**src/rtl/core/rid_pkg.sv**
```systemverilog
// Shared constants and types of the restoring integer divider.
package rid_pkg;

	localparam int DATA_WIDTH = 31;
	localparam int CNT_W      = $clog2(DATA_WIDTH);

	typedef enum logic [1:0] {
		ST_IDLE,
		ST_RUN,
		ST_DONE
	} rid_state_t;

	typedef struct packed {
		logic load;
		logic step;
		logic push;
	} rid_cmd_t;

endpackage

```
**src/rtl/core/rid_ctrl.sv**
```systemverilog
// Controller of the restoring integer divider: sequencing and handshakes.
module rid_ctrl (
	input  logic              clk,
	input  logic              arst_n,
	input  logic              in_valid,
	output logic              in_ready,
	output logic              out_valid,
	input  logic              out_ready,
	output rid_pkg::rid_cmd_t cmd
);

	rid_pkg::rid_state_t           state_q, state_d;
	logic [rid_pkg::CNT_W-1:0]     cnt_q, cnt_d;
	logic                          out_valid_q, out_valid_d;

	always_ff @(posedge clk or negedge arst_n) begin
		if (!arst_n) begin
			state_q     <= rid_pkg::ST_IDLE;
			cnt_q       <= '0;
			out_valid_q <= 1'b0;
		end else begin
			state_q     <= state_d;
			cnt_q       <= cnt_d;
			out_valid_q <= out_valid_d;
		end
	end

	always_comb begin
		state_d     = state_q;
		cnt_d       = cnt_q;
		out_valid_d = out_valid_q;
		cmd         = '0;
		in_ready    = 1'b0;
		if (out_valid_q && out_ready) begin
			out_valid_d = 1'b0;
		end
		unique case (state_q)
			rid_pkg::ST_IDLE: begin
				in_ready = 1'b1;
				if (in_valid) begin
					cmd.load = 1'b1;
					cnt_d    = rid_pkg::CNT_W'(rid_pkg::DATA_WIDTH - 1);
					state_d  = rid_pkg::ST_RUN;
				end
			end
			rid_pkg::ST_RUN: begin
				cmd.step = 1'b1;
				if (cnt_q == '0) begin
					state_d = rid_pkg::ST_DONE;
				end else begin
					cnt_d = cnt_q - 1'b1;
				end
			end
			rid_pkg::ST_DONE: begin
				// hold until the output slot is free or being emptied
				if (!out_valid_q || out_ready) begin
					cmd.push    = 1'b1;
					out_valid_d = 1'b1;
					state_d     = rid_pkg::ST_IDLE;
				end
			end
			default: begin
				state_d = rid_pkg::ST_IDLE;
			end
		endcase
	end

	assign out_valid = out_valid_q;

endmodule

```
**src/rtl/core/rid_dp.sv**
```systemverilog
// Datapath of the restoring integer divider: shift-subtract unit and result register.
module rid_dp (
	input  logic                           clk,
	input  rid_pkg::rid_cmd_t              cmd,
	input  logic [rid_pkg::DATA_WIDTH-1:0] dividend,
	input  logic [rid_pkg::DATA_WIDTH-1:0] divisor,
	output logic [rid_pkg::DATA_WIDTH-1:0] quotient,
	output logic [rid_pkg::DATA_WIDTH-1:0] remainder,
	output logic                           divide_by_zero
);

	localparam int W = rid_pkg::DATA_WIDTH;

	logic [W-1:0] rem_q, quo_q, den_q;
	logic         dbz_q;
	logic [W-1:0] quotient_q, remainder_q;
	logic         divide_by_zero_q;
	logic [W:0]   trial, diff;
	logic         fits;

	// bring down the next dividend bit and try the divisor
	assign trial = {rem_q, quo_q[W-1]};
	assign diff  = trial - {1'b0, den_q};
	assign fits  = ~diff[W];

	always_ff @(posedge clk) begin
		if (cmd.load) begin
			rem_q <= '0;
			quo_q <= dividend;
			den_q <= divisor;
			dbz_q <= (divisor == '0);
		end else if (cmd.step) begin
			rem_q <= fits ? diff[W-1:0] : trial[W-1:0];
			quo_q <= {quo_q[W-2:0], fits};
		end
		if (cmd.push) begin
			quotient_q       <= dbz_q ? '0 : quo_q;
			remainder_q      <= dbz_q ? '0 : rem_q;
			divide_by_zero_q <= dbz_q;
		end
	end

	assign quotient       = quotient_q;
	assign remainder      = remainder_q;
	assign divide_by_zero = divide_by_zero_q;

endmodule

```
**src/rtl/core/restoring_integer_divider_core.sv**
```systemverilog
// Top level of the restoring integer divider.
// Divides an unsigned 31-bit dividend by an unsigned 31-bit divisor and returns
// the floor quotient and the remainder in one output word. A zero divisor sets
// divide_by_zero and returns quotient and remainder zero. The operands load at
// the accepting edge, 31 shift-subtract steps follow (one quotient bit per cycle
// through a single 32-bit subtractor), then the done state writes the output
// register once the output slot is free or being emptied, and a new word is
// taken in the idle state after that. The block accepts one word at a time;
// in_ready is high whenever the divider is idle, also while a finished word
// still waits in the output register for out_ready.
module restoring_integer_divider_core (
	input  logic                           clk,
	input  logic                           arst_n,
	input  logic                           in_valid,
	output logic                           in_ready,
	input  logic [rid_pkg::DATA_WIDTH-1:0] dividend,
	input  logic [rid_pkg::DATA_WIDTH-1:0] divisor,
	output logic                           out_valid,
	input  logic                           out_ready,
	output logic [rid_pkg::DATA_WIDTH-1:0] quotient,
	output logic [rid_pkg::DATA_WIDTH-1:0] remainder,
	output logic                           divide_by_zero
);

	// commands from the sequencer into the datapath
	rid_pkg::rid_cmd_t cmd;

	rid_ctrl u_ctrl (
		.clk       (clk),
		.arst_n    (arst_n),
		.in_valid  (in_valid),
		.in_ready  (in_ready),
		.out_valid (out_valid),
		.out_ready (out_ready),
		.cmd       (cmd)
	);

	// operands load on accept; result register loads on push
	rid_dp u_dp (
		.clk            (clk),
		.cmd            (cmd),
		.dividend       (dividend),
		.divisor        (divisor),
		.quotient       (quotient),
		.remainder      (remainder),
		.divide_by_zero (divide_by_zero)
	);

endmodule

```
**config.mk**
```make
export PLATFORM = sky130hd
export DESIGN_NAME = restoring_integer_divider_core
export DESIGN_NICKNAME = d
export VERILOG_FILES = /design/src/rtl/core/rid_pkg.sv /design/src/rtl/core/rid_ctrl.sv /design/src/rtl/core/rid_dp.sv /design/src/rtl/core/restoring_integer_divider_core.sv
export SDC_FILE = /design/constraint.sdc
export NUM_CORES = 1
export LEC_CHECK = 0
export ABC_AREA = 1
export BUFFER_PORTS_ARGS = -buffer_cell sky130_fd_sc_hd__buf_2
export CAP_MARGIN = 20
export CORE_ASPECT_RATIO = 2
export CORE_MARGIN = 2
export CORE_UTILIZATION = 58
export CTS_CLUSTER_DIAMETER = 80
export DETAILED_ROUTE_END_ITERATION = 7
export PLACE_DENSITY = 0.79
export SLEW_MARGIN = 20
export SYNTH_ARGS = -nofsm -noshare
export SYNTH_HDL_FRONTEND = slang
export SYNTH_SLANG_ARGS = --single-unit
```
**constraint.sdc**
```tcl
create_clock -name clk -period 4.3 [get_ports clk]
set_input_delay 0 -clock clk [delete_from_list [all_inputs] [get_ports clk]]
set_output_delay 0 -clock clk [all_outputs]
set_load 0.005 [all_outputs]
```
==> results.cfg <==
[synthesis]
synth_common_cells = nand2_1, inv_1, edfxtp_1
netlist_area_sq_um = 9140
synth-seq-area-share_pct = 50.4
async_flop_share_pct = 4.85
syn_avg_cell_area_sq_um = 7.84
synth-edff-count = 126
synth_cell_types = 35
synth-seq-cells = 165
syn_nets = 1266
yosys_warnings = 0
synthesis.instances = 1166
synth_top_area_share_pct = 41.4
yosysTopAreaCell = edfxtp_1
synth.area.top_cells = edfxtp_1, nand2_1, inv_1
synth.most_common_cell = nand2_1
ys.flop_type = edfxtp_1

[sta]
post-route-min-period_ps = 2770
max_freq_ghz = 0.361
hold-worst-slack_ps = 301
fin_crit_sh_pct = 64.5
setup_violations = 0
rsz0062_at_grt = false
final_max_slew_viol_count = 0
tightest_slew_ps = 965
slew_headroom_pct = 35.7
tns_ps = 0
hold_viol_final = 0
clock_skew_ps = 9.12

[placement]
dp_hpwl_um = 16400
placed_cells = 1473
io_buffers = 130
gp_congestion = 0.999

[detailed_routing]
vias_per_cell = 5.11
antenna_left = 0
drt_iter0_markers = 514
wire_per_inst_um = 14.9
dr.pass1.iters = 5
routed_wl_um = 23500
drcViolationCount = 0
num_vias = 8026

[global_routing]
grt_pass1_vias = 7800
grt_max_degree = 96
grt_pass1_wl_um = 37500
track_usage_pct = 28.7
antenna_found_initial = 0
grt_overflow = 0

[layout]
nFillCells = 1267
final_cells = 1571
diodes = 0
final_layout_size_suffix_gt1_share_pct = 13.7
synthToLayoutAreaGrowth_pct = 22.3
layout.nets = 1457

[critical_path]
cp.required_ps = 4610
crit_chain = ha_1, nand2_1, inv_1, nand2_1, nand2_1, inv_1, nand2_1, a21oi_4, nand3_4, nand2_4, nand2_1, nand3_1, nand2_1
start_kind = flip-flop
crit_family = simple AND/OR/NAND/NOR gates
slowest_delay_ps = 490
cpMaxStageDelayCell = nand2_4
worstSetupPathType = reg -> reg
end_kind = flip-flop
crit_top_cell = nand2_1
worst-path-buf-inv = 2
path_max_fanout = 33
cp.arrival_ps = 3090

[floorplan]
num_io_pins = 131
coreArea_sq_um = 15600
start_util_pct = 58.5
die_x_um = 92.8
fp.dieH_um = 182
die_area_sq_um = 16800
rows = 65

[cts]
cts_htree_levels = 4
post-cts-setup-buffers = 0
clk_path_buf_depth = 2
cts_buffers = 17
cts_sinks = 165
clkLatencyLatePin_ps = 430
cts_root_buf = clkbuf_16
cts_tree = yes
path_clk_slew_ps = 70

[pwr]
p_leak_nw = 5.74
ir_drop_mv = 0.804
power_density_nw_per_um2 = 724

[job]
maxCapViolCount = 0

[status]
status = finished clean

[worst_hold_path]
hold_class = in -> reg
## final cells by class
type	count	area [sq um]	share of cell area (%)
Inverter	248	931	8.33
Clock buffer	21	460	4.12
Clock inverter	11	116	1.04
Tap cell	201	251	2.25
Multi-Input combinational cell	724	3470	31.0
Timing Repair Buffer	201	1350	12.1
Sequential cell	165	4600	41.2
## through the flow
step	worst slack [ps]	power, mW	util, %	area [sq um]
floorplan	608	5.54	-	9140
global placement	1720	6.33	63.7	9940
detailed placement	1620	6.49	63.7	9940
CTS	1590	8.06	71.6	11200
global route	1310	8.76	71.6	11200
finish	1530	8.10	71.6	11200
## state kept, by name, indices dropped and copies added, names as in the netlist
name	cells
u_dp.den_q	31
u_dp.quo_q	31
u_dp.quotient	31
u_dp.rem_q	31
u_dp.remainder	31
u_ctrl.cnt_q	5
u_ctrl.state_q	2
u_ctrl.out_valid	1
u_dp.dbz_q	1
u_dp.divide_by_zero	1
## power breakdown
part	total [mW]	switching [mW]	internal, mW
logic	4.01	2.70	1.31
registers	2.58	0.288	2.29
clock network	1.51	0.663	0.844
total	8.10	3.65	4.45
## repair_timing
| action | in CTS | in global routing |
|---|---|---|
| gates resized for setup | 0 | 0 |
| endpoints found under the hold margin | 74 | 0 |
| hold buffers | 66 | 0 |
## path summary, 6_finish.rpt
path | from | depth (start not counted) | slack, ps | endpoint
worst max-delay path | u_dp.rem_q[20] | 13 | 1530 | u_dp.rem_q[11]
worst min-delay path | divisor[1] | 2 | 300 | u_dp.den_q[1]
worst max register to register | u_dp.rem_q[20] | 13 | 1530 | u_dp.rem_q[11]
worst min register to register | u_dp.rem_q[1] | 2 | 480 | u_dp.rem_q[1]
max in group asynchronous | arst_n | 3 | 3410 | u_ctrl.cnt_q[2]
min in group asynchronous | arst_n | 3 | 580 | u_ctrl.cnt_q[4]
## per-layer routing
| layer | track usage [%] | vias to the layer above | routed length [um] |
|---|---|---|---|
| li1 | - | 3986 | - |
| met1 | 33.7 | 3645 | 9030 |
| met2 | 49.6 | 325 | 11900 |
| met3 | 4.15 | 70 | 1240 |
| met4 | 15.9 | 0 | 1260 |
| met5 | 0 | - | 0 |
## worst reg2reg max path: cells and delay by family (launching register included)
| family | cells | cell delay [ps] |
|---|---|---|
| AND/OR/NAND/NOR | 9 | 1510 |
| flip-flops | 1 | 450 |
| adder cells (fa/ha/maj) | 1 | 350 |
| AO/OA/AOI/OAI | 1 | 220 |
| buffers and inverters | 2 | 120 |
## kinds of logic after synthesis
kind of cell | Yosys count | share of synthesized area, %
DFF | 165 | 50.4
and+or+nand+nor | 617 | 28.3
xor gates and xnor gates | 14 | 1.34
adders and majority gates | 34 | 4.74
buffers and inverters | 277 | 11.8
AOI/OAI and AO/OA | 59 | 3.41
## placed cells by master (no fill, tap or decap), drive strengths merged, types with 9 or more instances in the layout
| cell | count |
|---|---|
| nand2 | 388 |
| inv | 253 |
| buf | 135 |
| edfxtp | 126 |
| nor2 | 107 |
| nand3 | 87 |
| dlygate4sd3 | 66 |
| o21ai | 36 |
| ha | 33 |
| dfxtp | 31 |
| clkbuf | 21 |
| a21oi | 20 |
| xor2 | 13 |
| nand4 | 9 |
(Power assumes the default switching activity.)
